==> config.mk <==
export PLATFORM = sky130hd
export DESIGN_NAME = rtc_stable_read_decoder_core_flat
export DESIGN_NICKNAME = d
export VERILOG_FILES = /design/src/rtl/rtcsrd_pkg.sv /design/src/rtl/rtcsrd_req_if.sv /design/src/rtl/rtcsrd_rsp_if.sv /design/src/rtl/rtc_stable_read_decoder_core.sv /design/src/rtl/rtcsrd_regs.sv /design/src/rtl/rtcsrd_front.sv /design/src/rtl/rtcsrd_fifo.sv /design/src/rtl/rtcsrd_back.sv /design/src/flat_wrapper.sv
export SDC_FILE = /design/constraint.sdc
export NUM_CORES = 1
export LEC_CHECK = 0
export ABC_AREA = 1
export BUFFER_PORTS_ARGS = -buffer_cell sky130_fd_sc_hd__buf_4
export CORE_AREA = 3 3 223 225
export DETAILED_ROUTE_END_ITERATION = 10
export DIE_AREA = 0 0 226 228
export PLACE_DENSITY_LB_ADDON = 0.08
export SYNTH_ARGS = -nofsm -noshare
export SYNTH_HDL_FRONTEND = slang
export SYNTH_SLANG_ARGS = --single-unit
==> constraint.sdc <==
create_clock -name clock -period 9.3 [get_ports clock]
set_clock_uncertainty 0.05 [all_clocks]
set_input_delay 1.395 -clock clock [delete_from_list [all_inputs] [get_ports clock]]
set_output_delay 1.395 -clock clock [all_outputs]
set_load 0.01 [all_outputs]
==> src/rtl/rtcsrd_pkg.sv <==
// Shared types, constants and helper functions of the RTC stable-read decoder.
package rtcsrd_pkg;

   // Default number of re-reads allowed after the opening snapshot.
   localparam int MAX_ATTEMPTS_DEFAULT = 50;
   // Re-read counter width, fixed by the largest allowed attempt count.
   localparam int COUNT_W = 7;

   // Configuration port.
   localparam int CSR_INDEX_W = 1;
   localparam int CSR_DATA_W  = 14;
   localparam logic [CSR_INDEX_W-1:0] REG_CENTURY_PRESENT = 1'd0;
   localparam logic [CSR_INDEX_W-1:0] REG_DEFAULT_YEAR    = 1'd1;
   localparam logic [13:0] DEFAULT_YEAR_RESET  = 14'd2021;
   localparam logic [13:0] CENTURY_BASE_RESET  = 14'd2000;

   // Division of a 14-bit year by 100: multiply by ceil(2^19 / 100), shift by 19.
   // The error stays below one hundredth for every 14-bit value, so it is exact.
   localparam logic [12:0] RECIP_100   = 13'd5243;
   localparam int          RECIP_SHIFT = 19;

   // Format byte (status register B) bits and the hours register PM flag.
   localparam int FMT_BINARY_BIT = 2;
   localparam int FMT_24H_BIT    = 1;
   localparam int PM_BIT         = 7;
   localparam logic [7:0] HOURS_HALF_DAY = 8'd12;
   localparam logic [14:0] YEARS_CENTURY = 15'd100;

   // Result status codes.
   localparam logic STATUS_OK   = 1'b0;
   localparam logic STATUS_FAIL = 1'b1;

   // Decoupling queue between front and back.
   localparam int QUEUE_DEPTH = 2;

   // What the front end does with one input beat.
   typedef enum logic [2:0] {
      ACT_NONE,
      ACT_OPEN,
      ACT_IGNORE,
      ACT_EMIT,
      ACT_FAIL,
      ACT_RETRY
   } action_type;

   typedef struct packed {
      logic        century_present;
      logic [13:0] default_year;
      logic [13:0] century_base;
   } cfg_type;

   // Queue entry: the matching snapshot still in raw form, or a failure marker.
   typedef struct packed {
      logic        status;
      logic [7:0]  raw_second;
      logic [7:0]  raw_minute;
      logic [7:0]  raw_hour;
      logic [7:0]  raw_day;
      logic [7:0]  raw_month;
      logic [7:0]  raw_year;
      logic [7:0]  raw_century;
      logic [7:0]  format_byte;
      logic [63:0] counter_value;
   } entry_type;

   typedef struct packed {
      logic        status;
      logic [7:0]  second;
      logic [7:0]  minute;
      logic [7:0]  hour;
      logic [7:0]  day;
      logic [7:0]  month;
      logic [14:0] full_year;
      logic [63:0] counter_sync;
   } result_type;

   // Packed BCD to binary, low nibble plus ten times the high nibble, unchecked.
   function automatic logic [7:0] bcd_to_bin(input logic [7:0] v);
      logic [3:0] hi;
      hi = v[7:4];
      return {4'b0, v[3:0]} + {1'b0, hi, 3'b0} + {3'b0, hi, 1'b0};
   endfunction

endpackage

==> src/rtl/rtcsrd_req_if.sv <==
// Snapshot channel: valid/ready handshake carrying one raw clock snapshot.
interface rtcsrd_req_if;
   logic        valid;
   logic        ready;
   logic        start_req;
   logic [7:0]  raw_second;
   logic [7:0]  raw_minute;
   logic [7:0]  raw_hour;
   logic [7:0]  raw_day;
   logic [7:0]  raw_month;
   logic [7:0]  raw_year;
   logic [7:0]  raw_century;
   logic [7:0]  format_byte;
   logic [63:0] counter_value;

   modport source (
      output valid, start_req, raw_second, raw_minute, raw_hour, raw_day,
             raw_month, raw_year, raw_century, format_byte, counter_value,
      input  ready
   );
   modport sink (
      input  valid, start_req, raw_second, raw_minute, raw_hour, raw_day,
             raw_month, raw_year, raw_century, format_byte, counter_value,
      output ready
   );
endinterface

==> src/rtl/rtcsrd_rsp_if.sv <==
// Result channel: valid/ready handshake carrying one decoded date or a failure.
interface rtcsrd_rsp_if;
   logic        valid;
   logic        ready;
   logic        status;
   logic [7:0]  second;
   logic [7:0]  minute;
   logic [7:0]  hour;
   logic [7:0]  day;
   logic [7:0]  month;
   logic [14:0] full_year;
   logic [63:0] counter_sync;

   modport source (
      output valid, status, second, minute, hour, day, month, full_year,
             counter_sync,
      input  ready
   );
   modport sink (
      input  valid, status, second, minute, hour, day, month, full_year,
             counter_sync,
      output ready
   );
endinterface

==> src/rtl/rtc_stable_read_decoder_core.sv <==
// Top level of the RTC stable-read checker and date decoder.
//
//   Channel   Direction  Handshake             Carries
//   req_if    in         valid/ready           one raw clock snapshot per beat
//   rsp_if    out        valid/ready           one decoded date or failure beat
//   csr_*     in         write enable only     century_present, default_year
//
// One snapshot beat is taken every cycle while the two-entry queue has room.
// A result beat is held in the queue, then in the output register, before it shows on rsp_if.
// The front end sets the pace: compare and classify are combinational.
// Reset is synchronous and active high; it closes any open sequence, empties the
// queue and the output register, and restores the configuration defaults.
// A stall on rsp_if fills the output register, then the queue, then drops
// req_if.ready; no beat is lost or repeated.
module rtc_stable_read_decoder_core #(
   parameter int MAX_ATTEMPTS = rtcsrd_pkg::MAX_ATTEMPTS_DEFAULT
) (
   input  logic                                clock,
   input  logic                                reset,
   rtcsrd_req_if.sink                          req_if,
   rtcsrd_rsp_if.source                        rsp_if,
   input  logic                                csr_we,
   input  logic [rtcsrd_pkg::CSR_INDEX_W-1:0]  csr_index,
   input  logic [rtcsrd_pkg::CSR_DATA_W-1:0]   csr_wdata
);

   rtcsrd_pkg::cfg_type   cfg;
   rtcsrd_pkg::entry_type push_entry;
   rtcsrd_pkg::entry_type pop_entry;
   logic                  push;
   logic                  push_ready;
   logic                  pop;
   logic                  pop_valid;

   // Configuration registers. The century base of the default year is
   // computed as the year is written, so the decoder only adds and compares.
   rtcsrd_regs u_regs (
      .clock     (clock),
      .reset     (reset),
      .csr_we    (csr_we),
      .csr_index (csr_index),
      .csr_wdata (csr_wdata),
      .cfg       (cfg)
   );

   // Front end: holds the previous snapshot and the re-read count, and decides
   // for each beat whether it opens, retries, matches or exhausts a sequence, or is ignored.
   rtcsrd_front #(
      .MAX_ATTEMPTS (MAX_ATTEMPTS)
   ) u_front (
      .clock       (clock),
      .reset       (reset),
      .cfg         (cfg),
      .req_if      (req_if),
      .queue_ready (push_ready),
      .push        (push),
      .push_entry  (push_entry)
   );

   // Queue so that a stalled result side does not stop the front end at once.
   rtcsrd_fifo u_fifo (
      .clock      (clock),
      .reset      (reset),
      .push       (push),
      .push_entry (push_entry),
      .push_ready (push_ready),
      .pop        (pop),
      .pop_valid  (pop_valid),
      .pop_entry  (pop_entry)
   );

   // Back end: BCD and hour conversion, year forming, output register.
   rtcsrd_back u_back (
      .clock       (clock),
      .reset       (reset),
      .cfg         (cfg),
      .entry_valid (pop_valid),
      .entry       (pop_entry),
      .pop         (pop),
      .rsp_if      (rsp_if)
   );

endmodule

==> src/rtl/rtcsrd_regs.sv <==
// Configuration registers, with the century base of the default year precomputed.
module rtcsrd_regs (
   input  logic                                clock,
   input  logic                                reset,
   input  logic                                csr_we,
   input  logic [rtcsrd_pkg::CSR_INDEX_W-1:0]  csr_index,
   input  logic [rtcsrd_pkg::CSR_DATA_W-1:0]   csr_wdata,
   output rtcsrd_pkg::cfg_type                 cfg
);

   rtcsrd_pkg::cfg_type cfg_ff, cfg_in;
   logic [26:0] recip_prod;
   logic [7:0]  century_q;
   logic [13:0] base_new;

   // Century base = floor(year / 100) * 100, taken when the year is written.
   always_comb begin
      recip_prod = {13'b0, csr_wdata} * {14'b0, rtcsrd_pkg::RECIP_100};
      century_q  = recip_prod[26:rtcsrd_pkg::RECIP_SHIFT];
      base_new   = {century_q, 6'b0} + {1'b0, century_q, 5'b0} + {4'b0, century_q, 2'b0};
   end

   always_comb begin
      cfg_in = cfg_ff;
      if (csr_we) begin
         case (csr_index)
            rtcsrd_pkg::REG_CENTURY_PRESENT: begin
               cfg_in.century_present = csr_wdata[0];
            end
            rtcsrd_pkg::REG_DEFAULT_YEAR: begin
               cfg_in.default_year = csr_wdata;
               cfg_in.century_base = base_new;
            end
            default: begin
               cfg_in = cfg_ff;
            end
         endcase
      end
   end

   always_ff @(posedge clock) begin
      if (reset) begin
         cfg_ff.century_present <= 1'b0;
         cfg_ff.default_year    <= rtcsrd_pkg::DEFAULT_YEAR_RESET;
         cfg_ff.century_base    <= rtcsrd_pkg::CENTURY_BASE_RESET;
      end else begin
         cfg_ff <= cfg_in;
      end
   end

   assign cfg = cfg_ff;

endmodule

==> src/rtl/rtcsrd_front.sv <==
// Front end: accepts snapshots, compares with the stored one and tracks re-reads.
module rtcsrd_front #(
   parameter int MAX_ATTEMPTS = rtcsrd_pkg::MAX_ATTEMPTS_DEFAULT
) (
   input  logic                  clock,
   input  logic                  reset,
   input  rtcsrd_pkg::cfg_type   cfg,
   rtcsrd_req_if.sink            req_if,
   input  logic                  queue_ready,
   output logic                  push,
   output rtcsrd_pkg::entry_type push_entry
);

   localparam logic [rtcsrd_pkg::COUNT_W-1:0] MAX_COUNT = rtcsrd_pkg::COUNT_W'(MAX_ATTEMPTS);

   logic [55:0]                      snap_ff, snap_in;
   logic [rtcsrd_pkg::COUNT_W-1:0]   count_ff, count_in;
   logic                             active_ff, active_in;
   logic [55:0]                      snap_now;
   logic [7:0]                       century_m;
   logic                             accept;
   rtcsrd_pkg::action_type           action;

   assign req_if.ready = queue_ready;
   assign accept       = req_if.valid & queue_ready;

   // The century byte takes part in the comparison only when it exists.
   assign century_m = cfg.century_present ? req_if.raw_century : 8'h00;
   assign snap_now  = {req_if.raw_second, req_if.raw_minute, req_if.raw_hour,
                       req_if.raw_day, req_if.raw_month, req_if.raw_year, century_m};

   // Classify the beat.
   always_comb begin
      if (!accept) begin
         action = rtcsrd_pkg::ACT_NONE;
      end else if (req_if.start_req) begin
         action = rtcsrd_pkg::ACT_OPEN;
      end else if (!active_ff) begin
         action = rtcsrd_pkg::ACT_IGNORE;
      end else if (snap_now == snap_ff) begin
         action = rtcsrd_pkg::ACT_EMIT;
      end else if (count_ff >= MAX_COUNT) begin
         action = rtcsrd_pkg::ACT_FAIL;
      end else begin
         action = rtcsrd_pkg::ACT_RETRY;
      end
   end

   // State update and queue push for each class.
   always_comb begin
      snap_in   = snap_ff;
      count_in  = count_ff;
      active_in = active_ff;
      push      = 1'b0;
      case (action)
         rtcsrd_pkg::ACT_OPEN: begin
            snap_in   = snap_now;
            count_in  = '0;
            active_in = 1'b1;
         end
         rtcsrd_pkg::ACT_EMIT, rtcsrd_pkg::ACT_FAIL: begin
            count_in  = '0;
            active_in = 1'b0;
            push      = 1'b1;
         end
         rtcsrd_pkg::ACT_RETRY: begin
            snap_in  = snap_now;
            count_in = count_ff + 1'b1;
         end
         default: begin
            snap_in = snap_ff;
         end
      endcase
   end

   always_comb begin
      push_entry.status        = (action == rtcsrd_pkg::ACT_FAIL) ?
                                 rtcsrd_pkg::STATUS_FAIL : rtcsrd_pkg::STATUS_OK;
      push_entry.raw_second    = req_if.raw_second;
      push_entry.raw_minute    = req_if.raw_minute;
      push_entry.raw_hour      = req_if.raw_hour;
      push_entry.raw_day       = req_if.raw_day;
      push_entry.raw_month     = req_if.raw_month;
      push_entry.raw_year      = req_if.raw_year;
      push_entry.raw_century   = century_m;
      push_entry.format_byte   = req_if.format_byte;
      push_entry.counter_value = req_if.counter_value;
   end

   always_ff @(posedge clock) begin
      snap_ff <= snap_in;
      if (reset) begin
         count_ff  <= '0;
         active_ff <= 1'b0;
      end else begin
         count_ff  <= count_in;
         active_ff <= active_in;
      end
   end

   // A finished sequence leaves nothing active behind.
   a_push_closes: assert property (@(posedge clock) disable iff (reset)
      push |=> !active_ff && (count_ff == '0))
      else $error("sequence still active after a result was queued");

   // The re-read count never runs past the allowed number of attempts.
   a_count_bound: assert property (@(posedge clock) disable iff (reset)
      count_ff <= MAX_COUNT)
      else $error("re-read count above limit");

endmodule

==> src/rtl/rtcsrd_fifo.sv <==
// Short queue between the front end and the decoder.
module rtcsrd_fifo (
   input  logic                  clock,
   input  logic                  reset,
   input  logic                  push,
   input  rtcsrd_pkg::entry_type push_entry,
   output logic                  push_ready,
   input  logic                  pop,
   output logic                  pop_valid,
   output rtcsrd_pkg::entry_type pop_entry
);

   localparam int PTR_W = $clog2(rtcsrd_pkg::QUEUE_DEPTH);
   localparam int CNT_W = $clog2(rtcsrd_pkg::QUEUE_DEPTH + 1);
   localparam logic [CNT_W-1:0] DEPTH_C = CNT_W'(rtcsrd_pkg::QUEUE_DEPTH);

   rtcsrd_pkg::entry_type       slot_ff [rtcsrd_pkg::QUEUE_DEPTH];
   logic [PTR_W-1:0]            wr_ptr_ff, wr_ptr_in;
   logic [PTR_W-1:0]            rd_ptr_ff, rd_ptr_in;
   logic [CNT_W-1:0]            fill_ff, fill_in;

   assign push_ready = (fill_ff != DEPTH_C);
   assign pop_valid  = (fill_ff != '0);
   assign pop_entry  = slot_ff[rd_ptr_ff];

   function automatic logic [PTR_W-1:0] ptr_next(input logic [PTR_W-1:0] p);
      return (p == PTR_W'(rtcsrd_pkg::QUEUE_DEPTH - 1)) ? '0 : p + 1'b1;
   endfunction

   always_comb begin
      wr_ptr_in = push ? ptr_next(wr_ptr_ff) : wr_ptr_ff;
      rd_ptr_in = pop  ? ptr_next(rd_ptr_ff) : rd_ptr_ff;
      fill_in   = fill_ff + CNT_W'(push) - CNT_W'(pop);
   end

   always_ff @(posedge clock) begin
      if (push) begin
         slot_ff[wr_ptr_ff] <= push_entry;
      end
   end

   always_ff @(posedge clock) begin
      if (reset) begin
         wr_ptr_ff <= '0;
         rd_ptr_ff <= '0;
         fill_ff   <= '0;
      end else begin
         wr_ptr_ff <= wr_ptr_in;
         rd_ptr_ff <= rd_ptr_in;
         fill_ff   <= fill_in;
      end
   end

   a_no_overflow: assert property (@(posedge clock) disable iff (reset)
      push |-> push_ready)
      else $error("push into a full queue");

   a_no_underflow: assert property (@(posedge clock) disable iff (reset)
      pop |-> pop_valid && (fill_ff <= DEPTH_C))
      else $error("pop from an empty queue");

endmodule

==> src/rtl/rtcsrd_back.sv <==
// Back end: decodes queued snapshots into the registered result beat.
module rtcsrd_back (
   input  logic                  clock,
   input  logic                  reset,
   input  rtcsrd_pkg::cfg_type   cfg,
   input  logic                  entry_valid,
   input  rtcsrd_pkg::entry_type entry,
   output logic                  pop,
   rtcsrd_rsp_if.source          rsp_if
);

   logic                   valid_ff, valid_in;
   rtcsrd_pkg::result_type out_ff, out_in;
   rtcsrd_pkg::result_type decoded;
   logic                   is_binary;
   logic [7:0]             sec_d, min_d, hour_b, hour_d, day_d, month_d, year_d, cen_d;
   logic [7:0]             hour_low;
   logic [14:0]            cen15, year_cent, year_guess;

   assign is_binary = entry.format_byte[rtcsrd_pkg::FMT_BINARY_BIT];

   always_comb begin
      if (is_binary) begin
         sec_d   = entry.raw_second;
         min_d   = entry.raw_minute;
         hour_b  = entry.raw_hour;
         day_d   = entry.raw_day;
         month_d = entry.raw_month;
         year_d  = entry.raw_year;
         cen_d   = entry.raw_century;
      end else begin
         sec_d   = rtcsrd_pkg::bcd_to_bin(entry.raw_second);
         min_d   = rtcsrd_pkg::bcd_to_bin(entry.raw_minute);
         // Tens of hours are three bits; the PM flag rides along untouched.
         hour_b  = {4'b0, entry.raw_hour[3:0]} + {2'b0, entry.raw_hour[6:4], 3'b0}
                   + {4'b0, entry.raw_hour[6:4], 1'b0}
                   + {entry.raw_hour[rtcsrd_pkg::PM_BIT], 7'b0};
         day_d   = rtcsrd_pkg::bcd_to_bin(entry.raw_day);
         month_d = rtcsrd_pkg::bcd_to_bin(entry.raw_month);
         year_d  = rtcsrd_pkg::bcd_to_bin(entry.raw_year);
         cen_d   = rtcsrd_pkg::bcd_to_bin(entry.raw_century);
      end
   end

   // 12-hour to 24-hour: twelve means zero, PM adds twelve.
   always_comb begin
      hour_low = {1'b0, hour_b[6:0]};
      if (hour_low == rtcsrd_pkg::HOURS_HALF_DAY) begin
         hour_low = '0;
      end
      if (hour_b[rtcsrd_pkg::PM_BIT]) begin
         hour_low = hour_low + rtcsrd_pkg::HOURS_HALF_DAY;
      end
      hour_d = entry.format_byte[rtcsrd_pkg::FMT_24H_BIT] ? hour_b : hour_low;
   end

   // Year from the century byte, or the nearest year not before the default year.
   always_comb begin
      cen15      = {7'b0, cen_d};
      year_cent  = {7'b0, year_d} + (cen15 << 6) + (cen15 << 5) + (cen15 << 2);
      year_guess = {7'b0, year_d} + {1'b0, cfg.century_base};
      if (year_guess < {1'b0, cfg.default_year}) begin
         year_guess = year_guess + rtcsrd_pkg::YEARS_CENTURY;
      end
   end

   always_comb begin
      if (entry.status == rtcsrd_pkg::STATUS_FAIL) begin
         decoded        = '0;
         decoded.status = rtcsrd_pkg::STATUS_FAIL;
      end else begin
         decoded.status       = rtcsrd_pkg::STATUS_OK;
         decoded.second       = sec_d;
         decoded.minute       = min_d;
         decoded.hour         = hour_d;
         decoded.day          = day_d;
         decoded.month        = month_d;
         decoded.full_year    = cfg.century_present ? year_cent : year_guess;
         decoded.counter_sync = entry.counter_value;
      end
   end

   // The output register refills whenever it is empty or being drained.
   always_comb begin
      pop      = entry_valid & (~valid_ff | rsp_if.ready);
      valid_in = pop | (valid_ff & ~rsp_if.ready);
      out_in   = pop ? decoded : out_ff;
   end

   always_ff @(posedge clock) begin
      out_ff <= out_in;
      if (reset) begin
         valid_ff <= 1'b0;
      end else begin
         valid_ff <= valid_in;
      end
   end

   assign rsp_if.valid        = valid_ff;
   assign rsp_if.status       = out_ff.status;
   assign rsp_if.second       = out_ff.second;
   assign rsp_if.minute       = out_ff.minute;
   assign rsp_if.hour         = out_ff.hour;
   assign rsp_if.day          = out_ff.day;
   assign rsp_if.month        = out_ff.month;
   assign rsp_if.full_year    = out_ff.full_year;
   assign rsp_if.counter_sync = out_ff.counter_sync;

endmodule
==> src/flat_wrapper.sv <==
// flat-port wrapper written by rule: the top's interface ports become plain ports
module rtc_stable_read_decoder_core_flat 
#(
   parameter int MAX_ATTEMPTS = rtcsrd_pkg::MAX_ATTEMPTS_DEFAULT
)
  (clock, reset, csr_we, csr_index, csr_wdata, req_if_valid, req_if_start_req, req_if_raw_second, req_if_raw_minute, req_if_raw_hour, req_if_raw_day, req_if_raw_month, req_if_raw_year, req_if_raw_century, req_if_format_byte, req_if_counter_value, req_if_ready, rsp_if_valid, rsp_if_status, rsp_if_second, rsp_if_minute, rsp_if_hour, rsp_if_day, rsp_if_month, rsp_if_full_year, rsp_if_counter_sync, rsp_if_ready);
  rtcsrd_req_if req_if_i ();
  rtcsrd_rsp_if rsp_if_i ();
  input  logic clock;
  input  logic reset;
  input  logic csr_we;
  input  logic [rtcsrd_pkg::CSR_INDEX_W-1:0] csr_index;
  input  logic [rtcsrd_pkg::CSR_DATA_W-1:0] csr_wdata;
  input wire logic [$bits(req_if_i.valid)-1:0] req_if_valid;
  input wire logic [$bits(req_if_i.start_req)-1:0] req_if_start_req;
  input wire logic [$bits(req_if_i.raw_second)-1:0] req_if_raw_second;
  input wire logic [$bits(req_if_i.raw_minute)-1:0] req_if_raw_minute;
  input wire logic [$bits(req_if_i.raw_hour)-1:0] req_if_raw_hour;
  input wire logic [$bits(req_if_i.raw_day)-1:0] req_if_raw_day;
  input wire logic [$bits(req_if_i.raw_month)-1:0] req_if_raw_month;
  input wire logic [$bits(req_if_i.raw_year)-1:0] req_if_raw_year;
  input wire logic [$bits(req_if_i.raw_century)-1:0] req_if_raw_century;
  input wire logic [$bits(req_if_i.format_byte)-1:0] req_if_format_byte;
  input wire logic [$bits(req_if_i.counter_value)-1:0] req_if_counter_value;
  output wire logic [$bits(req_if_i.ready)-1:0] req_if_ready;
  output wire logic [$bits(rsp_if_i.valid)-1:0] rsp_if_valid;
  output wire logic [$bits(rsp_if_i.status)-1:0] rsp_if_status;
  output wire logic [$bits(rsp_if_i.second)-1:0] rsp_if_second;
  output wire logic [$bits(rsp_if_i.minute)-1:0] rsp_if_minute;
  output wire logic [$bits(rsp_if_i.hour)-1:0] rsp_if_hour;
  output wire logic [$bits(rsp_if_i.day)-1:0] rsp_if_day;
  output wire logic [$bits(rsp_if_i.month)-1:0] rsp_if_month;
  output wire logic [$bits(rsp_if_i.full_year)-1:0] rsp_if_full_year;
  output wire logic [$bits(rsp_if_i.counter_sync)-1:0] rsp_if_counter_sync;
  input wire logic [$bits(rsp_if_i.ready)-1:0] rsp_if_ready;
  assign req_if_i.valid = req_if_valid;
  assign req_if_i.start_req = req_if_start_req;
  assign req_if_i.raw_second = req_if_raw_second;
  assign req_if_i.raw_minute = req_if_raw_minute;
  assign req_if_i.raw_hour = req_if_raw_hour;
  assign req_if_i.raw_day = req_if_raw_day;
  assign req_if_i.raw_month = req_if_raw_month;
  assign req_if_i.raw_year = req_if_raw_year;
  assign req_if_i.raw_century = req_if_raw_century;
  assign req_if_i.format_byte = req_if_format_byte;
  assign req_if_i.counter_value = req_if_counter_value;
  assign req_if_ready = req_if_i.ready;
  assign rsp_if_valid = rsp_if_i.valid;
  assign rsp_if_status = rsp_if_i.status;
  assign rsp_if_second = rsp_if_i.second;
  assign rsp_if_minute = rsp_if_i.minute;
  assign rsp_if_hour = rsp_if_i.hour;
  assign rsp_if_day = rsp_if_i.day;
  assign rsp_if_month = rsp_if_i.month;
  assign rsp_if_full_year = rsp_if_i.full_year;
  assign rsp_if_counter_sync = rsp_if_i.counter_sync;
  assign rsp_if_i.ready = rsp_if_ready;
  rtc_stable_read_decoder_core #(.MAX_ATTEMPTS(MAX_ATTEMPTS)) u_core (.clock(clock), .reset(reset), .req_if(req_if_i), .rsp_if(rsp_if_i), .csr_we(csr_we), .csr_index(csr_index), .csr_wdata(csr_wdata));
endmodule
==> results of run 1 <==
-- how the worst max path moves through the flow --
stage                          start                     endpoint  slack, ps  cells past startpoint
5_1_grt                 csr_wdata[5]        u_core.u_regs.cfg[12]       1900                     33
6_report                csr_wdata[5]        u_core.u_regs.cfg[12]       2460                     33
3_5_place_dp            csr_wdata[9]        u_core.u_regs.cfg[12]       1930                     30
3_3_place_gp            csr_wdata[5]        u_core.u_regs.cfg[12]       1950                     33
2_1_floorplan  req_if_raw_century[3]  u_core.u_fifo.slot_ff[1][0]        500                     10
4_1_cts                 csr_wdata[5]        u_core.u_regs.cfg[11]       2480                     34
-- per-stage QoR --
stage                     hold slack, ps  cells  total power, W  worst slack [ps]
after floorplan                    368.3   2511        0.006844             504.6
final                              397.0   3434         0.01038              2458
after detailed placement           390.8   3342        0.008431              1933
after global placement             374.0   3342        0.008266              1949
after CTS                          402.5   3432         0.01046              2480
after global routing               419.2   3433         0.01135              1898
-- cell type report --
cell class	instances	area share, %
diodes	2	0.01670
well taps	615	2.567
flip-flops and latches	463	45.03
inverters	393	4.971
clock inverters	30	1.202
multi-input cells	1596	35.10
clock buffers	60	4.233
repair buffers	275	6.887
-- cell families after synthesis --
kind of cell | count (synthesis) | share of synthesized area [%]
AOI/OAI and AO/OA | 276 | 6.003
adders and majority gates | 293 | 16.79
xor gates and xnor gates | 79 | 2.686
muxes | 5 | 0.1943
and+or+nand+nor | 943 | 15.08
buffers and inverters | 452 | 6.867
DFF | 463 | 52.37
-- synthesized netlist by cell type (all sizes together) --
master  number
a21o         7
o21ai      107
fa          88
a21oi      103
o21a         1
buf         28
edfxtp     422
or2         24
xnor2       19
nand2      680
nor3         9
nand4       17
o221ai       1
nor2       119
xor2        60
a21boi       2
nand3b       4
a31o         1
a31oi       27
a311oi       4
inv        392
a211oi       2
o211ai      13
clkinv       1
clkbuf      31
ha         205
dfxtp       41
mux2i        5
and3         1
nand3       88
nor4         1
o21bai       8
-- tightest hold or removal path: stages, from the launching register on --
cell and delay [ps]:
dfxtp_1 310, nand2_1 60, nor2_1 30
-- sequential cells by signal (all words and copies together) (netlist names), 8 cells and up, named ones only --
| signal | flops |
|---|---|
| u_core.u_fifo.slot_ff | 246 |
| u_core.u_regs.cfg | 27 |
| u_core.u_back.rsp_if.day | 8 |
| u_core.u_back.rsp_if.counter_sync | 64 |
| u_core.u_back.rsp_if.month | 8 |
| u_core.u_back.rsp_if.minute | 8 |
| u_core.u_front.snap_ff | 56 |
| u_core.u_back.rsp_if.full_year | 15 |
| u_core.u_back.rsp_if.second | 8 |
| u_core.u_back.rsp_if.hour | 8 |
-- power breakdown --
| part | switching (W) | leakage (nW) | internal [W] |
|---|---|---|---|
| Sequential | 0.000124 | 4.25 | 0.00262 |
| Combinational | 0.00358 | 8.96 | 0.00208 |
| Clock | 0.000803 | 0.804 | 0.00117 |
-- routing by layer --
| metal | vias up | part of all wire (%) | track usage (%) |
|---|---|---|---|
| li1 | 8815 | - | - |
| met1 | 8534 | 45 | 31.46 |
| met2 | 413 | 48 | 38.83 |
| met3 | 84 | 5.2 | 3.998 |
| met4 | 2 | 2.5 | 6.336 |
| met5 | - | 0.034 | 0 |
==> flow_summary.yaml, run 1 <==
cts:
  cts_root_buffer: "clkbuf_16"
  cts_max_level: 2
  cts.reportedPaths.clkPinSlew_ps: 60
  cts_buffer_depth: 3
  postCtsSetupBuffers: 0
  numCtsBuffers: 49
  cts_tree: "yes"
  cts_resized: 0
  ctsHoldBuffers: 0
  cts.sinks: 463
  clkLatencyLatePin_ps: 590
logic_synthesis:
  syn_avg_cell_area_um2: 10.26
  synth_seq_cells: 463
  netlist_instances: 2511
  synth_cell_type_count: 51
  synth_area_mm2: 0.02576
  yosysWarnings: 0
  synth.net_count: 2953
  yosysSeqAreaShare_pct: 52.37
  synth.top_cells.by_area: "edfxtp_1 (49%), ha_1 (10%), nand2_1 (9.7%)"
  synth.top_cell.area_share_pct: 49.19
  yosysTopAreaCell: "edfxtp_1"
setup_path:
  criticalPathCategory: "in2reg"
  critPathMaxFanout: 5
  cp.required_ps: 9720
  regToRegEndpoint: "u_core.u_back.rsp_if.full_year[5]"
  cp-start-kind: "input port"
  crit_path_frequent_cell: "nand2_1"
  worst-path-buf-inv: 8
  max_stage_delay_ps: 580
  rrSetupSlack_ps: 2620
  cp_top_family: "adder cells"
  reg2reg_depth: 32
  slowest_stage: "fa_1"
  endpoint_kind: "flop"
  cp_data_arrival_time_ps: 7270
job:
  cap_violations: 0
sta:
  period_share_pct: 73.58
  slew_headroom_pct: 32.70
  tns_ps: 0
  hold_viol: 0
  worstMarginPinSlew_ps: 1009
  fmax_mhz: 146.1
  grt_setup_unrepaired: "false"
  min_period_ps: 6843
  drv_slew: 0
  finalSetupViolations: 0
detailed_routing:
  vias: 17848
  ant_nets: 0
  viasPerCell: 5.197
  wl_um: 59610
  route.detailed.drc: 0
  dr.pass1.iters: 5
  routedWlPerCell_um: 17.36
  drt_iter0_drc: 1188
floorplan:
  die_w_um: 226
  io-pin-count: 271
  die_y_um: 228
  rows: 80
  core_area_mm2: 0.04775
  initial_utilization_pct: 53.96
  dieArea_mm2: 0.05153
global_route:
  antenna_found_initial: 3
  grt_use_total_pct: 23.23
  grt_pass1_wl_um: 94700
  first_global_vias: 17955
  grt-ovfl-total: 0
  grt_start_max_net_pins: 83
power_and_ir_drop:
  power_density_mw_per_mm2: 346.4
  ir_drop_mv: 0.3336
  leakagePower_nw: 14.01
hold_path:
  min_to: "u_core.u_front.count_ff[6]"
  hold_class: "reg2reg"
  hp-start: "u_core.u_front.count_ff[6]"
  hold_path_depth: 2
placed_design:
  gp_congestion: 0.8669
  place_area_mm2: 0.02834
  port_buffers: 264
  dp_hpwl_um: 42120
cells_and_area:
  drive_above_1_share_pct: 14.73
  areaGrowthSynthToFinish_pct: 16.35
  utilization_pct: 62.78
  regArea_mm2: 0.01350
  final_cell_mix: "nand2_1 (665), edfxtp_1 (422), inv_1 (381)"
  nets: 3220
  multi_input_area_mm2: 0.01052
  fin_area_mm2: 0.02998
  n_fill_cell: 3905
  layout_commonest_cell: "nand2_1"
outcome:
  status: "finished clean"
No activity file was read; power rests on OpenSTA's default activity.
==> inputs of run 2 (changes only) <==
--- a/config.mk
+++ b/config.mk
@@ -5,11 +5,11 @@
 export SDC_FILE = /design/constraint.sdc
 export NUM_CORES = 1
 export LEC_CHECK = 0
-export ABC_AREA = 1
+export ABC_AREA = 0
 export BUFFER_PORTS_ARGS = -buffer_cell sky130_fd_sc_hd__buf_4
-export CORE_AREA = 3 3 223 225
+export CORE_AREA = 3 3 217 219
 export DETAILED_ROUTE_END_ITERATION = 10
-export DIE_AREA = 0 0 226 228
+export DIE_AREA = 0 0 220 222
 export PLACE_DENSITY_LB_ADDON = 0.08
 export SYNTH_ARGS = -nofsm -noshare
 export SYNTH_HDL_FRONTEND = slang
==> constraint.sdc (replaced) <==
create_clock -name clock -period 5.9 [get_ports clock]
set_clock_uncertainty 0.05 [all_clocks]
set_input_delay 0.885 -clock clock [delete_from_list [all_inputs] [get_ports clock]]
set_output_delay 0.885 -clock clock [all_outputs]
set_load 0.01 [all_outputs]
==> flow_summary.yaml, run 2 <==
detailed_routing:
  dr.pass1.iters: 5
  ant_nets: 0
  drt_iter0_drc: 787
  route.detailed.drc: 0
  routedWlPerCell_um: 19.33
  viasPerCell: 5.367
  vias: 15581
  wl_um: 56110
floorplan:
  initial_utilization_pct: 53.82
  dieArea_mm2: 0.04884
  rows: 78
  die_w_um: 220
  die_y_um: 222
  core_area_mm2: 0.04528
  io-pin-count: 271
cts:
  cts_tree: "yes"
  cts_max_level: 2
  ctsHoldBuffers: 0
  cts_root_buffer: "clkbuf_16"
  cts.sinks: 463
  clkLatencyLatePin_ps: 570
  cts.reportedPaths.clkPinSlew_ps: 60
  numCtsBuffers: 48
  cts_buffer_depth: 3
setup_path:
  cp_data_arrival_time_ps: 7200
  startpoint: "csr_wdata[8]"
  regToRegEndpoint: "u_core.u_back.rsp_if.full_year[14]"
  critPathMaxFanout: 4
  cp-start-kind: "input port"
  crit_path_frequent_cell: "fa_1"
  cp_top_family: "adder cells"
  cp-endpoint: "u_core.u_regs.cfg[12]"
  criticalPathCategory: "in2reg"
  cp_num_cells: 29
  rrSetupSlack_ps: 160
  cp.required_ps: 6360
  max_stage_delay_ps: 550
  reg2reg_depth: 23
  worst-path-buf-inv: 7
  endpoint_kind: "flop"
  slowest_stage: "fa_1"
logic_synthesis:
  yosysSeqAreaShare_pct: 55.37
  syn_avg_cell_area_um2: 13.31
  synth.top_cells.by_area: "edfxtp_1 (52%), ha_1 (11%), fa_1 (7.2%)"
  yosysWarnings: 0
  ys.flop_type: "edfxtp_1"
  netlist_instances: 1831
  synth-async-reset-ratio_pct: 0
  synth.net_count: 2273
  synth_edf_count: 422
  synth_commonest_cells: "edfxtp_1 (422), ha_1 (205), inv_1 (172)"
  synth_cell_type_count: 71
  synth_seq_cells: 463
  synth.top_cell.area_share_pct: 52.00
  yosysTopAreaCell: "edfxtp_1"
  synth_most_common_cell: "edfxtp_1"
  synth_area_mm2: 0.02437
sta:
  fmax_mhz: 148.4
  slew_headroom_pct: 24.79
  min_period_ps: 6737
  hold_viol: 0
  period_share_pct: 114.2
  drv_slew: 0
  grt_setup_unrepaired: "true"
  worstMarginPinSlew_ps: 1128
  finalSetupViolations: 7
  worst_slack_ps: -837.2
placed_design:
  dp_cells: 2785
  gp_congestion: 0.8394
  dp_slack_ps: -1360
  dp_hpwl_um: 40990
  port_buffers: 264
power_and_ir_drop:
  power_density_mw_per_mm2: 521.4
  total_power_w: 0.01579
  p_int_w: 0.01018
  swShare_pct: 35.54
  clkPwrFrac_pct: 18.1
  seqPwrFrac_pct: 28.0
  p_comb_share_pct: 53.8
  ir_drop_mv: 0.5546
  leakagePower_nw: 12.37
  p_sw_w: 0.005614
global_route:
  grt_util_met2_pct: 38.75
  grt_use_total_pct: 22.96
  met3_usage_pct: 3.275
  grt_use_met1_pct: 31.68
  grt-ovfl-total: 0
  grt_start_max_net_pins: 72
  antenna_found_initial: 1
  first_global_vias: 16061
  grt_pass1_wl_um: 87320
  grt_busiest_layer: "met2"
cells_and_area:
  nets: 2708
  areaGrowthSynthToFinish_pct: 24.29
  largest_register_ffs: 246
  final_cell_mix: "edfxtp_1 (422), buf_4 (421), ha_1 (191)"
  diodes: 0
  regMostFlops: "u_core.u_fifo.slot_ff"
  drive_above_1_share_pct: 27.57
  layout_commonest_cell: "edfxtp_1"
  stdcell_count: 2903
  utilization_pct: 66.89
hold_path:
  hold_class: "reg2reg"
job:
  cap_violations: 0
outcome:
  violations: "setup timing"
  status: "finished with violations"
run 2: stage by stage:
step / TNS [ps] / instance area (um2) / hold slack [ps]
2_1_floorplan: -4088 / 24560 / 386.3
3_3_place_gp: -7100 / 28220 / 397.6
3_5_place_dp: -7857 / 28220 / 400.8
4_1_cts: -3373 / 29830 / 408.9
5_1_grt: -6291 / 30290 / 418.8
6_report: -4286 / 30290 / 405.5
run 2: logic make-up after synthesis:
kind of cell	after synthesis	synth area share, %
flip-flops	463	55.37
XOR/XNOR	117	4.266
buffers and inverters	223	3.486
multiplexers	130	5.570
AO/OA/AOI/OAI	228	6.346
adder cells (fa/ha/maj)	293	17.75
AND/OR/NAND/NOR	377	7.213
run 2: routing by layer:
metal	up-vias	wire [um]
li1	7471	-
met1	7704	24590
met2	327	27960
met3	77	2459
met4	2	1095
met5	-	16
run 2: layout make-up:
cell class	count	area (um2)
inverters	172	651.9
multi-input cells	1145	10520
flip-flops and latches	463	13500
fillers	3424	14990
repair buffers	436	3393
clock inverters	31	242.7
clock buffers	56	1241
well taps	600	750.7
run 2: repair_timing:
item                       in CTS  in global routing
gates resized for setup        12                 59
gates cloned                    0                  2
buffers inserted                8                 21
setup endpoints to repair       8                 18
pin swaps                       9                 54
run 2: how the worst min path moves through the flow:
stage / start / endpoint / depth (start not counted)
floorplan: u_core.u_regs.cfg[11] / u_core.u_regs.cfg[11] / 2
detailed placement: u_core.u_regs.cfg[26] / u_core.u_regs.cfg[26] / 2
global route: req_if_counter_value[59] / u_core.u_fifo.slot_ff[1][59] / 1
finish: u_core.u_regs.cfg[26] / u_core.u_regs.cfg[26] / 2
global placement: u_core.u_regs.cfg[18] / u_core.u_regs.cfg[18] / 2
CTS: u_core.u_regs.cfg[26] / u_core.u_regs.cfg[26] / 2
run 2: power groups by stage:
stage | Clock [W] | Combinational (W) | Sequential, W
after detailed placement | 0 | 0.00776 | 0.00449
final | 0.00286 | 0.00850 | 0.00443
after CTS | 0.00293 | 0.00801 | 0.00444
after floorplan | 0 | 0.00468 | 0.00472
after global routing | 0.00306 | 0.00951 | 0.00448
after global placement | 0 | 0.00763 | 0.00448
run 2: worst reg2reg max path, stage by stage, from the launching register on:
cell	delay (ps)
dfxtp_4	350
buf_4	150
buf_4	130
mux2i_1	140
fa_1	510
inv_2	50
fa_2	350
a21o_1	200
a21oi_2	150
xor2_1	160
a21oi_1	90
buf_4	180
ha_4	280
nand2_1	60
o2111a_2	280
buf_4	150
nor3_1	180
xnor2_1	200
inv_1	150
ha_1	380
a211oi_4	250
nand4_1	230
or4b_4	550
a221oi_4	340
==> inputs of run 3 (changes only) <==
--- a/config.mk
+++ b/config.mk
@@ -7,10 +7,11 @@
 export LEC_CHECK = 0
 export ABC_AREA = 0
 export BUFFER_PORTS_ARGS = -buffer_cell sky130_fd_sc_hd__buf_4
-export CORE_AREA = 3 3 217 219
+export CORE_AREA = 3 3 226 228
 export DETAILED_ROUTE_END_ITERATION = 10
-export DIE_AREA = 0 0 220 222
+export DIE_AREA = 0 0 229 231
 export PLACE_DENSITY_LB_ADDON = 0.08
 export SYNTH_ARGS = -nofsm -noshare
 export SYNTH_HDL_FRONTEND = slang
+export SYNTH_HIERARCHICAL = 1
 export SYNTH_SLANG_ARGS = --single-unit
==> flow_summary.yaml, run 3 <==
outcome:
  status: "finished with violations"
  violations: "setup timing"
floorplan:
  die_w_um: 229
  die_y_um: 231
  initial_utilization_pct: 53.27
  core_area_mm2: 0.04905
  rows: 81
  io-pin-count: 271
  dieArea_mm2: 0.05290
global_route:
  first_global_vias: 16525
  grt_pass1_wl_um: 91690
  grt_start_max_net_pins: 123
  antenna_found_initial: 3
  grt_use_total_pct: 22.02
  grt-ovfl-total: 0
sta:
  grt_setup_unrepaired: "true"
  worst_slack_ps: -906.0
  hold_viol: 0
  fmax_mhz: 146.9
  worstMarginPinSlew_ps: 992.2
  finalSetupViolations: 7
  hold_ws_ps: 408.1
  min_period_ps: 6806
  slew_headroom_pct: 33.85
  period_share_pct: 115.4
  drv_slew: 0
placed_design:
  place_area_mm2: 0.02916
  port_buffers: 264
  dp_hpwl_um: 42940
  gp_congestion: 0.8750
  dp_cells: 2898
cells_and_area:
  largest_register_ffs: 246
  fin_area_mm2: 0.03130
  areaGrowthSynthToFinish_pct: 19.78
  stdcell_count: 3008
  layout_commonest_cell: "buf_4"
  regMostFlops: "u_core/u_fifo/slot_ff"
  drive_above_1_share_pct: 32.54
  final_cell_mix: "buf_4 (424), edfxtp_1 (422), ha_1 (189)"
  n_fill_cell: 3844
  nets: 2751
  utilization_pct: 63.81
detailed_routing:
  route.detailed.drc: 0
  dr.pass1.iters: 7
  drt_iter0_drc: 1023
  vias: 16039
  wl_um: 58570
  ant_nets: 0
  viasPerCell: 5.332
  routedWlPerCell_um: 19.47
setup_path:
  reg2reg_depth: 23
  critPathMaxFanout: 6
  cp_data_arrival_time_ps: 7200
  regToRegEndpoint: "u_core/u_back/rsp_if.full_year[14]"
  criticalPathCategory: "in2reg"
  cp-start-kind: "input port"
  endpoint_kind: "flop"
  cp.required_ps: 6300
  rrSetupSlack_ps: 120
power_and_ir_drop:
  power_density_mw_per_mm2: 494.8
  total_power_w: 0.01549
  ir_drop_mv: 0.4730
  leakagePower_nw: 12.78
logic_synthesis:
  yosysWarnings: 6
  synth_area_mm2: 0.02613
  netlist_instances: 1978
  syn_avg_cell_area_um2: 13.21
hold_path:
  min_to: "u_core/u_regs/cfg[27]"
  hold_path_depth: 2
  hold_class: "reg2reg"
  hp-start: "u_core/u_regs/cfg[27]"
cts:
  cts.sinks: 463
  cts_tree: "yes"
  clkLatencyLatePin_ps: 570
  cts_root_buffer: "clkbuf_16"
  numCtsBuffers: 48
  cts_buffer_depth: 3
  cts_max_level: 2
  ctsHoldBuffers: 0
  cts.reportedPaths.clkPinSlew_ps: 60
job:
  cap_violations: 0
[run 3: final cells by class]
cell class | instances | area [um2] | area share, %
clock buffer | 57 | 1235 | 3.946
clock inverter | 30 | 264.0 | 0.8435
multi-input combinational | 1172 | 11380 | 36.37
sequential | 463 | 13500 | 43.12
inverter | 179 | 671.9 | 2.147
antenna | 2 | 5.005 | 0.01599
timing repair buffer | 441 | 3413 | 10.91
tap | 664 | 830.8 | 2.654
[run 3: report_power, final]
group	internal (W)	switching, W	leakage [nW]
sequential	0.00410	0.000181	4.27
clock	0.00167	0.00122	0.721
combinational	0.00415	0.00416	7.79
total	0.00993	0.00556	12.8
[run 3: how the worst max path moves through the flow]
| stage | startpoint | to | slack (ps) | cells past startpoint |
|---|---|---|---|---|
| finish | csr_wdata[11] | u_core/u_regs/cfg[13] | -910 | 28 |
| detailed placement | csr_wdata[11] | u_core/u_regs/cfg[13] | -1660 | 27 |
| global route | csr_wdata[11] | u_core/u_regs/cfg[13] | -1130 | 28 |
| floorplan | csr_wdata[11] | u_core/u_regs/cfg[13] | -1240 | 27 |
| global placement | csr_wdata[11] | u_core/u_regs/cfg[13] | -1570 | 28 |
| CTS | csr_wdata[11] | u_core/u_regs/cfg[13] | -850 | 28 |
[run 3: worst max-delay path, stage by stage]
cell	delay, ps
buf_12	110
fa_1	470
ha_1	280
inv_1	50
fa_1	470
inv_1	50
fa_1	470
inv_1	50
fa_1	490
inv_2	50
ha_4	210
a21o_1	150
a211o_1	260
o221ai_2	170
and4b_4	290
o21ai_4	60
or4_4	500
o311ai_4	80
fa_1	480
inv_1	70
ha_1	230
a21o_1	200
a21oi_2	150
o21bai_1	120
a2111oi_2	360
nor3_2	70
nor4b_2	160
a311o_1	270
[run 3: what timing repair did]
| action | in CTS | in global routing |
|---|---|---|
| buffers inserted | 19 | 5 |
| endpoints found under the hold margin | 0 | 0 |
| pin swaps | 51 | 51 |
| setup endpoints to repair | 20 | 20 |
| gates cloned | 1 | 0 |
| gates resized for setup | 47 | 55 |
[run 3: metal layers]
| layer | GRT usage, % | wire length (um) | up-vias |
|---|---|---|---|
| met5 | 0 | 13 | - |
| met3 | 3.381 | 2744 | 80 |
| met4 | 4.922 | 1142 | 2 |
| met2 | 36.12 | 27990 | 346 |
| met1 | 31.26 | 26680 | 7939 |
| li1 | - | - | 7672 |
[run 3: per-stage QoR]
stage	setup slack [ps]	TNS, ps
5_1_grt	-1127	-5171
6_report	-906.0	-3676
3_3_place_gp	-1574	-9510
4_1_cts	-853.1	-3096
2_1_floorplan	-1238	-4519
3_5_place_dp	-1663	-10160
